`src/design/vertex_diffuse_lighting_defines.svh`:
```
// Assertion macros for the vertex diffuse lighting block.
// Needs clk_i and rst_ni in the scope of the module that uses them.
`ifndef VERTEX_DIFFUSE_LIGHTING_DEFINES_SVH
`define VERTEX_DIFFUSE_LIGHTING_DEFINES_SVH

// Same-cycle implication.
`define VDL_ASSERT_NOW(lbl, ante, cons, msg) \
  lbl: assert property (@(posedge clk_i) disable iff (!rst_ni) (ante) |-> (cons)) \
    else $error(msg);

// Next-cycle implication.
`define VDL_ASSERT_NEXT(lbl, ante, cons, msg) \
  lbl: assert property (@(posedge clk_i) disable iff (!rst_ni) (ante) |=> (cons)) \
    else $error(msg);

`endif

```
`src/design/vdl_pkg.sv`:
```
// Package for the vertex diffuse lighting block.
// Holds commands, register indexes, fixed widths and pipeline control type.
`timescale 1ns / 1ps

package vdl_pkg;

  typedef enum logic {
    CMD_LOAD  = 1'b0,
    CMD_LIGHT = 1'b1
  } vdl_cmd_e;

  typedef enum logic [1:0] {
    REG_LIGHT_COUNT   = 2'd0,
    REG_AMBIENT_RED   = 2'd1,
    REG_AMBIENT_GREEN = 2'd2,
    REG_AMBIENT_BLUE  = 2'd3
  } vdl_reg_e;

  localparam int unsigned FracBits = 14;
  localparam int unsigned CompW    = 16;
  localparam int unsigned ColorW   = 8;
  localparam int unsigned ProdW    = 2 * CompW;
  localparam int unsigned SumW     = ProdW + 2;
  localparam int unsigned DotW     = 18;
  localparam int unsigned CProdW   = ColorW + DotW;
  localparam int unsigned AccW     = 30;

  typedef struct packed {
    logic vld;
    logic first;
    logic last;
    logic use_l;
  } vdl_ctl_t;

endpackage

```
`src/design/vertex_diffuse_lighting.sv`:
```
// Top level of the vertex diffuse lighting block.
// Depends on vdl_pkg and vertex_diffuse_lighting_defines.svh.
//
// Usage:
//   Input channel (in_valid_i/in_ready_o): a load item (command 0) writes one
//   light table entry; a light item (command 1) shades one vertex normal.
//   Output channel (out_valid_o/out_ready_i): one RGB item per light item.
//   Config port: cfg_we_i writes register cfg_index_i with cfg_wdata_i.
//   Timing: a light item is issued to the lighting pipeline one table entry
//   per cycle unless the output stalls, max(min(light_count,MAX_LIGHTS),1)
//   entries in all, and the input is not ready until the last entry issues.
//   A load item is written into the light table when it is accepted. The
//   light loop runs through five register stages: table read, direction
//   products, dot, color products, accumulate.
//   Reset clears control, counters and configuration registers; the light
//   table holds nothing defined until loaded.
//   When the receiver stalls, the whole pipeline holds and no item is lost.
`timescale 1ns / 1ps

`include "vertex_diffuse_lighting_defines.svh"

module vertex_diffuse_lighting #(
  parameter int unsigned MAX_LIGHTS = 8
) (
  input  logic        clk_i,
  input  logic        rst_ni,
  input  logic        in_valid_i,
  output logic        in_ready_o,
  input  logic        command_i,
  input  logic [2:0]  light_index_i,
  input  logic signed [15:0] dir_x_i,
  input  logic signed [15:0] dir_y_i,
  input  logic signed [15:0] dir_z_i,
  input  logic [7:0]  light_red_i,
  input  logic [7:0]  light_green_i,
  input  logic [7:0]  light_blue_i,
  input  logic signed [15:0] normal_x_i,
  input  logic signed [15:0] normal_y_i,
  input  logic signed [15:0] normal_z_i,
  output logic        out_valid_o,
  input  logic        out_ready_i,
  output logic [7:0]  red_o,
  output logic [7:0]  green_o,
  output logic [7:0]  blue_o,
  input  logic        cfg_we_i,
  input  logic [1:0]  cfg_index_i,
  input  logic [7:0]  cfg_wdata_i
);

  localparam int unsigned IW = (MAX_LIGHTS > 1) ? $clog2(MAX_LIGHTS) : 1;
  localparam int unsigned CW = $clog2(MAX_LIGHTS + 1);
  localparam int unsigned FB = vdl_pkg::FracBits;
  localparam int unsigned CPW = vdl_pkg::CompW;
  localparam int unsigned COW = vdl_pkg::ColorW;
  localparam int unsigned PW = vdl_pkg::ProdW;
  localparam int unsigned SW = vdl_pkg::SumW;
  localparam int unsigned DW = vdl_pkg::DotW;
  localparam int unsigned XW = vdl_pkg::CProdW;
  localparam int unsigned AW = vdl_pkg::AccW;

  // Light table and configuration.
  logic signed [CPW-1:0] tab_dir_q [MAX_LIGHTS][3];
  logic [COW-1:0]        tab_rgb_q [MAX_LIGHTS][3];
  logic [3:0]            light_count_q;
  logic [COW-1:0]        ambient_q [3];

  // Issue control.
  logic                  busy_q;
  logic [CW-1:0]         cnt_q;
  logic [CW-1:0]         active_q;
  logic [CW-1:0]         active_d;
  logic signed [CPW-1:0] nrm_q [3];

  logic en;
  logic in_acc;
  logic load_acc;
  logic vert_acc;
  logic issue_last;
  logic [IW-1:0] rd_idx;

  vdl_pkg::vdl_ctl_t ctl_d, s1_q, s2_q, s3_q, s4_q;

  logic signed [CPW-1:0] s1_dir_q [3];
  logic signed [CPW-1:0] s1_nrm_q [3];
  logic [COW-1:0]        s1_rgb_q [3];
  logic signed [PW-1:0]  s2_prod_q [3];
  logic [COW-1:0]        s2_rgb_q [3];
  logic signed [SW-1:0]  s3_sum;
  logic [DW-1:0]         s3_dot_q;
  logic [COW-1:0]        s3_rgb_q [3];
  logic [XW-1:0]         s4_prod_q [3];
  logic [AW-1:0]         acc_q [3];
  logic [AW-1:0]         acc_d [3];
  logic [COW-1:0]        sat_d [3];
  logic                  out_valid_q;
  logic [COW-1:0]        out_q [3];

  assign en         = !out_valid_q || out_ready_i;
  assign in_ready_o = en && !busy_q;
  assign in_acc     = in_valid_i && in_ready_o;
  assign load_acc   = in_acc && (command_i == vdl_pkg::CMD_LOAD);
  assign vert_acc   = in_acc && (command_i == vdl_pkg::CMD_LIGHT);

  always_comb begin
    if ({28'd0, light_count_q} > MAX_LIGHTS) begin
      active_d = CW'(MAX_LIGHTS);
    end else begin
      active_d = CW'(light_count_q);
    end
  end

  assign issue_last = ({1'b0, cnt_q} + (CW+1)'(1)) >= {1'b0, active_q};
  assign rd_idx     = cnt_q[IW-1:0];

  always_comb begin
    ctl_d.vld   = busy_q;
    ctl_d.first = (cnt_q == '0);
    ctl_d.last  = issue_last;
    ctl_d.use_l = (active_q != '0);
  end

  // Configuration.
  always_ff @(posedge clk_i or negedge rst_ni) begin
    if (!rst_ni) begin
      light_count_q <= '0;
      for (int c = 0; c < 3; c++) ambient_q[c] <= '0;
    end else if (cfg_we_i) begin
      case (vdl_pkg::vdl_reg_e'(cfg_index_i))
        vdl_pkg::REG_LIGHT_COUNT:   light_count_q <= cfg_wdata_i[3:0];
        vdl_pkg::REG_AMBIENT_RED:   ambient_q[0]  <= cfg_wdata_i;
        vdl_pkg::REG_AMBIENT_GREEN: ambient_q[1]  <= cfg_wdata_i;
        vdl_pkg::REG_AMBIENT_BLUE:  ambient_q[2]  <= cfg_wdata_i;
        default: ;
      endcase
    end
  end

  // Light table writes.
  always_ff @(posedge clk_i) begin
    for (int i = 0; i < MAX_LIGHTS; i++) begin
      if (load_acc && ({29'd0, light_index_i} == i)) begin
        tab_dir_q[i][0] <= dir_x_i;
        tab_dir_q[i][1] <= dir_y_i;
        tab_dir_q[i][2] <= dir_z_i;
        tab_rgb_q[i][0] <= light_red_i;
        tab_rgb_q[i][1] <= light_green_i;
        tab_rgb_q[i][2] <= light_blue_i;
      end
    end
  end

  // Issue one table entry per cycle while the output does not stall.
  always_ff @(posedge clk_i or negedge rst_ni) begin
    if (!rst_ni) begin
      busy_q   <= 1'b0;
      cnt_q    <= '0;
      active_q <= '0;
    end else if (en) begin
      if (vert_acc) begin
        busy_q   <= 1'b1;
        cnt_q    <= '0;
        active_q <= active_d;
      end else if (busy_q) begin
        if (issue_last) begin
          busy_q <= 1'b0;
        end
        cnt_q <= cnt_q + CW'(1);
      end
    end
  end

  always_ff @(posedge clk_i) begin
    if (vert_acc) begin
      nrm_q[0] <= normal_x_i;
      nrm_q[1] <= normal_y_i;
      nrm_q[2] <= normal_z_i;
    end
  end

  // Pipeline control.
  always_ff @(posedge clk_i or negedge rst_ni) begin
    if (!rst_ni) begin
      s1_q <= '0;
      s2_q <= '0;
      s3_q <= '0;
      s4_q <= '0;
    end else if (en) begin
      s1_q <= ctl_d;
      s2_q <= s1_q;
      s3_q <= s2_q;
      s4_q <= s3_q;
    end
  end

  assign s3_sum = SW'(s2_prod_q[0]) + SW'(s2_prod_q[1]) + SW'(s2_prod_q[2]);

  // Pipeline data.
  always_ff @(posedge clk_i) begin
    if (en) begin
      for (int c = 0; c < 3; c++) begin
        s1_dir_q[c]  <= tab_dir_q[rd_idx][c];
        s1_rgb_q[c]  <= tab_rgb_q[rd_idx][c];
        s1_nrm_q[c]  <= nrm_q[c];
        s2_prod_q[c] <= s1_dir_q[c] * s1_nrm_q[c];
        s2_rgb_q[c]  <= s1_rgb_q[c];
        s3_rgb_q[c]  <= s2_q.use_l ? s2_rgb_q[c] : '0;
        s4_prod_q[c] <= XW'(s3_rgb_q[c]) * XW'(s3_dot_q);
      end
      if (s2_q.use_l && (s3_sum >= SW'(1 << FB))) begin
        s3_dot_q <= s3_sum[FB+DW-1:FB];
      end else begin
        s3_dot_q <= '0;
      end
    end
  end

  // Accumulate and saturate.
  always_comb begin
    for (int c = 0; c < 3; c++) begin
      if (s4_q.first) begin
        acc_d[c] = (AW'(ambient_q[c]) << FB) + AW'(s4_prod_q[c]);
      end else begin
        acc_d[c] = acc_q[c] + AW'(s4_prod_q[c]);
      end
      if (acc_d[c][AW-1:FB] > (AW-FB)'(255)) begin
        sat_d[c] = '1;
      end else begin
        sat_d[c] = acc_d[c][FB+COW-1:FB];
      end
    end
  end

  always_ff @(posedge clk_i) begin
    if (en && s4_q.vld) begin
      for (int c = 0; c < 3; c++) acc_q[c] <= acc_d[c];
    end
    if (en && s4_q.vld && s4_q.last) begin
      for (int c = 0; c < 3; c++) out_q[c] <= sat_d[c];
    end
  end

  always_ff @(posedge clk_i or negedge rst_ni) begin
    if (!rst_ni) begin
      out_valid_q <= 1'b0;
    end else if (en) begin
      out_valid_q <= s4_q.vld && s4_q.last;
    end
  end

  assign out_valid_o = out_valid_q;
  assign red_o       = out_q[0];
  assign green_o     = out_q[1];
  assign blue_o      = out_q[2];

  `VDL_ASSERT_NEXT(a_vertex_starts_issue, vert_acc, busy_q && (cnt_q == '0),
    "light item did not start issuing")
  `VDL_ASSERT_NOW(a_cnt_in_range, busy_q && (active_q != '0), cnt_q < active_q,
    "issue counter beyond active lights")
  `VDL_ASSERT_NEXT(a_issue_enters_pipe, busy_q && en, s1_q.vld,
    "issued entry missing from pipeline")

endmodule

```
`config.mk`:
```
export PLATFORM = sky130hd
export DESIGN_NAME = vertex_diffuse_lighting
export DESIGN_NICKNAME = d
export VERILOG_FILES = /design/src/design/vdl_pkg.sv /design/src/design/vertex_diffuse_lighting.sv
export VERILOG_INCLUDE_DIRS = /design/src /design/src/design
export SDC_FILE = /design/constraint.sdc
export NUM_CORES = 2
export LEC_CHECK = 0
export ABC_CLOCK_PERIOD_IN_PS = 21000
export BUFFER_PORTS_ARGS = -buffer_cell sky130_fd_sc_hd__clkbuf_2
export CAP_MARGIN = 25
export CORE_ASPECT_RATIO = 0.9
export CORE_MARGIN = 4
export CORE_UTILIZATION = 30
export CTS_CLUSTER_DIAMETER = 120
export DETAILED_ROUTE_END_ITERATION = 16
export SYNTH_ARGS = -nofsm -noshare
export SYNTH_HDL_FRONTEND = slang
export SYNTH_SLANG_ARGS = --single-unit
```
`constraint.sdc`:
```
create_clock -name clk_i -period 21 [get_ports clk_i]
set_clock_uncertainty 0.2 [all_clocks]
set_input_delay 2.1 -clock clk_i [delete_from_list [all_inputs] [get_ports clk_i]]
set_output_delay 2.1 -clock clk_i [all_outputs]
set_load 0.01 [all_outputs]
```
Word level (Yosys, flattened, before mapping)
Memories as Yosys holds them, arrays and structs flattened.
Index checks and enable logic that the tools add are counted.
{ "classes": {"addsub": 10, "n_mul": 6, "div": 0, "n_lt_le_gt_ge": 6, "n_eq_ne": 10, "shift": 0, "mux": 81, "n_bitwise": 1, "reduce_logical": 44} }
{ "op_table": {"columns": ["op", "count"], "rows": [
  ["$mux 48", 7],
  ["$reduce_or 48->1", 7],
  ["$mux 24", 7],
  ["$reduce_or 24->1", 7],
  ["$mul 16x16->32", 3],
  ["$add 30x26->30", 3],
  ["$mux 30", 3],
  ["$add 22x26->27", 3],
  ["$mul 8x18->26", 3],
  ["$gt 16x8->1 const B", 3],
  ["$mux 8", 6],
  ["$mux 3", 14],
  ["$mux 1", 41],
  ["$add 33x32->34", 1],
  ["$ge 34x16->1 const B", 1],
  ["$add 32x32->33", 1],
  ["$logic_and 1x1->1", 16],
  ["$eq 3x3->1 const B", 4],
  ["$mux 4", 3],
  ["$reduce_and 2->1", 6],
  ["$eq 3x2->1 const B", 2],
  ["$add 4x1->5 const B", 1],
  ["$ge 5x4->1", 1],
  ["$add 4x1->4 const B", 1],
  ["12 further kinds", 14]
]} }
{ "word_totals": {"register_bits": 70, "latch_bits": 0, "ramBits": 1080, "mem_bits_ro": 0, "in_bits": 139, "memories": 12} }
{ "memory_table": {"columns": ["memory", "words", "word_bits", "rd", "rd_ports_with_merged_regs", "wr", "line", "rtl"], "rows": [
  ["tab_dir_q", 8, 48, 1, 0, 1, "vertex_diffuse_lighting.sv:62", "logic signed [CPW-1:0] tab_dir_q [MAX_LIGHTS][3];"],
  ["tab_rgb_q", 8, 24, 1, 0, 1, "vertex_diffuse_lighting.sv:63", "logic [COW-1:0] tab_rgb_q [MAX_LIGHTS][3];"],
  ["s2_prod_q", 3, 32, 3, 0, 3, "vertex_diffuse_lighting.sv:86", "logic signed [PW-1:0] s2_prod_q [3];"],
  ["acc_q", 3, 30, 3, 0, 3, "vertex_diffuse_lighting.sv:92", "logic [AW-1:0] acc_q [3];"],
  ["s4_prod_q", 3, 26, 3, 0, 3, "vertex_diffuse_lighting.sv:91", "logic [XW-1:0] s4_prod_q [3];"],
  ["nrm_q", 3, 16, 3, 0, 3, "vertex_diffuse_lighting.sv:72", "logic signed [CPW-1:0] nrm_q [3];"],
  ["+6 memories", null, null, null, null, null, null, null]
]} }

Longest topological paths before layout
{ "logic_depth": {"ltp_word": 16, "ltp_mapped": 25} }

Worst setup path after synthesis
Ideal clock, no wire load.
{ "synth_path": {"kind": "input -> register", "from": "in out_ready_i", "to": "mem s1_dir_q[0][0] (netlist name) (enable)", "setup_ps": 865, "arrival_time_ps": 12511, "required_time_ps": 19935, "setup_slack_ps": 7424, "stages": 5, "cell_sequence": "nor2b_1 -> clkbuf_1 -> inv_1 -> clkbuf_1 -> clkbuf_1"} }
{ "synth_rtl": {"columns": ["element", "line", "rtl"], "rows": [
  ["start: declaration", "vertex_diffuse_lighting.sv:41", "input logic out_ready_i,"],
  ["end: declaration", "vertex_diffuse_lighting.sv:83", "logic signed [CPW-1:0] s1_dir_q [3];"]
]} }

==> qor.csv <==
stage,metric,value,unit
clock_tree,cts repair resizes,0,
logic_synthesis,Yosys warning count,0,
sta,final hold vios,0,
clock_tree,TritonCTS clock tree,yes,
final_layout,share of cells above drive strength 1,0.0933,
sta,fin crit share,0.341,
global_route,first-pass GRT wire length,339,mm
worst_setup_path,"most used cell, CP",fa_1,
floorplan,Std-Cell Rows,190,
drt,Routed WL,211,mm
clock_tree,clock latency on the worst-skew pair,830,ps
logic_synthesis,Synth Flop Type,edfxtp_1,
drt,Antenna Nets Post-Route,0,
clock_tree,Post CTS Setup Buffer Count,0,
clock_tree,Root Buffer,clkbuf_16,
final_layout,Final nets,9344,
logic_synthesis,Post-synth EDFFs,1098,
clock_tree,hold buffer count at CTS,0,
worst_setup_path,biggest cell delay along the critical path,690,ps
final_layout,"non-filler cells, final",11600,
global_route,vias in the first global route,58900,
worst_setup_path,crit path capture type,register,
logic_synthesis,synthesized flop and latch total,1150,
clock_tree,clk buf depth,4,
run_status,status,"complete, no violations",
logic_synthesis,distinct cell type count after synthesis,86,
drt,DRC,0,
placement,I/O Buffers,164,
drt,drt wl/cell,18.2,um
floorplan,die width,585,um
drt,total number of vias,54600,
worst_setup_path,crit path cell chain,and2_1 -> fa_1 -> inv_1 -> fa_1 -> fa_1 -> inv_1 -> fa_1 -> fa_1 -> inv_1 -> fa_1 -> inv_1 -> ha_1 -> a21oi_1 -> inv_1 -> a211oi_1 -> o31ai_1 -> a41o_1 -> o31a_1 -> a41oi_2 -> a21oi_1 -> a211oi_1 -> xnor2_1,
logic_synthesis,"Seq/Total Area, Yosys",0.381,
logic_synthesis,largest cells by area after synthesis,"edfxtp_1 37%, fa_1 25%, ha_1 7.3%",
floorplan,Die Height,527,um
logic_synthesis,share of the synthesized area in the top cell type,0.367,
global_route,largest net degree at the start of global routing,144,
sta,unrepaired setup endpoints after global routing,no,
worst_setup_path,crit path DAT,7480,ps
sta,worst-margin pin slew,1080,ps
sta,setup TNS,0,ps
sta,maximum clock rate,140,MHz
global_route,GRT Total Usage,0.138,
final_layout,Sequential Area,34300,um2
sta,Slew Limit Fails,0,
clock_tree,clock slew at reported path FFs,60,ps
sta,Hold Slack,208,ps
clock_tree,H-Tree Depth,4,
final_layout,Layout Utilization,0.334,
placement,GPL Wtd Cong,0.861,
final_layout,synthesis-to-layout area growth,10.8,%
sta,min Tclk post-route,7160,ps
worst_setup_path,Setup CP Type,reg -> reg,
worst_setup_path,CP Data Required Time,21320,ps
floorplan,Starting Density,0.302,
job,Max Cap Viol,0,
sta,# setup viols final,0,
hold_path,Hold Crit Class,reg -> reg,
worst_setup_path,startpoint types,register,
floorplan,# IOs,165,
floorplan,core area,298000,um2
logic_synthesis,Synth Instances,7459,
logic_synthesis,Yosys top cell by area,edfxtp_1,
floorplan,Die Area,308000,um2
placement,HPWL Detailed,159,mm
clock_tree,Clock Sinks,1150,
final_layout,fillers,29500,
logic_synthesis,async set-reset flop share out of synthesis,0.0452,
worst_setup_path,"CP delay by family, top",adder cells,
global_route,initial antenna violation count,27,
worst_setup_path,slowest cell on the critical path,edfxtp_1,
global_route,GR Overflow Total,0,
final_layout,multi-input logic area,50400,um2
logic_synthesis,area of the mapped netlist,89900,um2
sta,Max-slew headroom,0.280,
clock_tree,total CTS buffers,139,
drt,1st-iter DRT viols,3588,
drt,vias per cell,4.70,
worst_setup_path,Crit Path Max Fanout,16,
logic_synthesis,Avg Inst Size Synth,12.1,um2
worst_setup_path,CP bufs+invs,5,
drt,DRT Pass-1 Iters,6,
logic_synthesis,Syn Nets,9235,
placement,placed cells,11400,
## cells in the final DEF (no fill, tap or decap), types with 9 or more instances in the layout
cell          n
clkinv_1     24
nand3_1      60
clkbuf_1     24
a21oi_1     212
and3_1       33
clkbuf_16   141
xnor2_1     186
or2_2        16
a31oi_1      25
nor3_1       56
xor2_1       89
fa_1       1113
nand2_1     823
edfxtp_1   1098
o21ai_0     153
o21a_1       31
clkinv_4      9
o21bai_1     31
o211ai_1     22
or3_1        19
nor2_1      215
a211o_1      12
mux2i_1      11
dfrtp_1      48
mux4_2      144
clkinv_2     14
clkbuf_2    164
o31ai_1      19
mux2_2      106
nand3b_1     21
nor2b_1      29
ha_1        524
nand4_1      25
a21o_1      107
buf_4        42
nand2b_1     48
inv_1      1169
a211oi_1     31
and2_1      595
## flip-flops by register name, summed over array words and instances, names as in the netlist, 18 cells and up
signal and flops:
s2_rgb_q 24, s1_nrm_q 48, ambient_q 24, s1_dir_q 48, tab_dir_q 384, tab_rgb_q 192, s3_dot_q 18, s4_prod_q 78
nrm_q 48, s2_prod_q 96, s3_rgb_q 24, out_q 24, s1_rgb_q 24, acc_q 90
## synthesized netlist by cell type (21+ instances only)
cell type  count
a21oi_1      212
nor2_1       221
nand4_1       25
buf_1         21
nand2b_1      48
mux2_2       106
xor2_1        89
inv_1       1171
nor2b_1       30
xnor2_1      186
nand3_1       60
a21o_1       107
mux4_2       144
and3_1        33
dfrtp_1       52
nor3_1        58
edfxtp_1    1098
nand2_1      823
a31oi_1       25
o21a_1        31
and2_1       596
o211ai_1      22
o21ai_0      153
o21bai_1      31
clkbuf_1     223
nand3b_1      21
a211oi_1      31
fa_1        1113
ha_1         524
## stage by stage
stage / worst slack [ps] / instance area (um2)
6_report: 13840 / 99600
3_3_place_gp: 13840 / 95100
3_5_place_dp: 13940 / 95200
2_1_floorplan: 7420 / 89900
5_1_grt: 13530 / 99600
4_1_cts: 13850 / 99500
## cells by family (layout without fill, tap and decap cells)
group,after synthesis,after routing,share of synthesized area
simple gates,1976,1976,0.108
fa+ha+maj,1637,1637,0.321
buf+inv,1419,1624,0.0593
flops,1150,1150,0.381
compound gates,741,741,0.0534
xor+xnor,275,275,0.0268
mux,261,261,0.0506
other cells,0,8,0
## per-layer routing
metal | global-route usage | vias to the layer above | share of wire
li1 | - | 24900 | -
met1 | 0.194 | 28100 | 0.46
met2 | 0.223 | 1276 | 0.46
met3 | 0.0261 | 285 | 0.057
met4 | 0.0284 | 30 | 0.018
met5 | 0 | - | 0.00092
## path summary, 6_finish.rpt
kind,start,endpoint,slack (ps),cells after the start
worst min register to register,nrm_q[0][22]$_DFFE_PP_,s1_nrm_q[0][22]$_DFFE_PN_,210,0
worst max-delay path,s1_dir_q[0][8]$_DFFE_PN_,s2_prod_q[0][31]$_DFFE_PN_,13840,22
worst min-delay path,nrm_q[0][22]$_DFFE_PP_,s1_nrm_q[0][22]$_DFFE_PN_,210,0
min in group asynchronous,rst_ni,ambient_q[15]$_DFFE_PN0P_,1280,2
worst max register to register,s1_dir_q[0][8]$_DFFE_PN_,s2_prod_q[0][31]$_DFFE_PN_,13840,22
max in group asynchronous,rst_ni,cnt_q[0]$_DFFE_PN0P_,18650,2
## cell type report
class	count	share of cell area
Sequential cell	1150	0.344
Inverter	1172	0.0443
Timing Repair Buffer	215	0.0135
Antenna cell	8	0.000201
Tap cell	3936	0.0494
Multi-Input combinational cell	4890	0.505
Clock buffer	165	0.0363
Clock inverter	72	0.00677
Power is not shown: default switching activity piles up to over one toggle a cycle in this logic, so the estimate is an artifact.
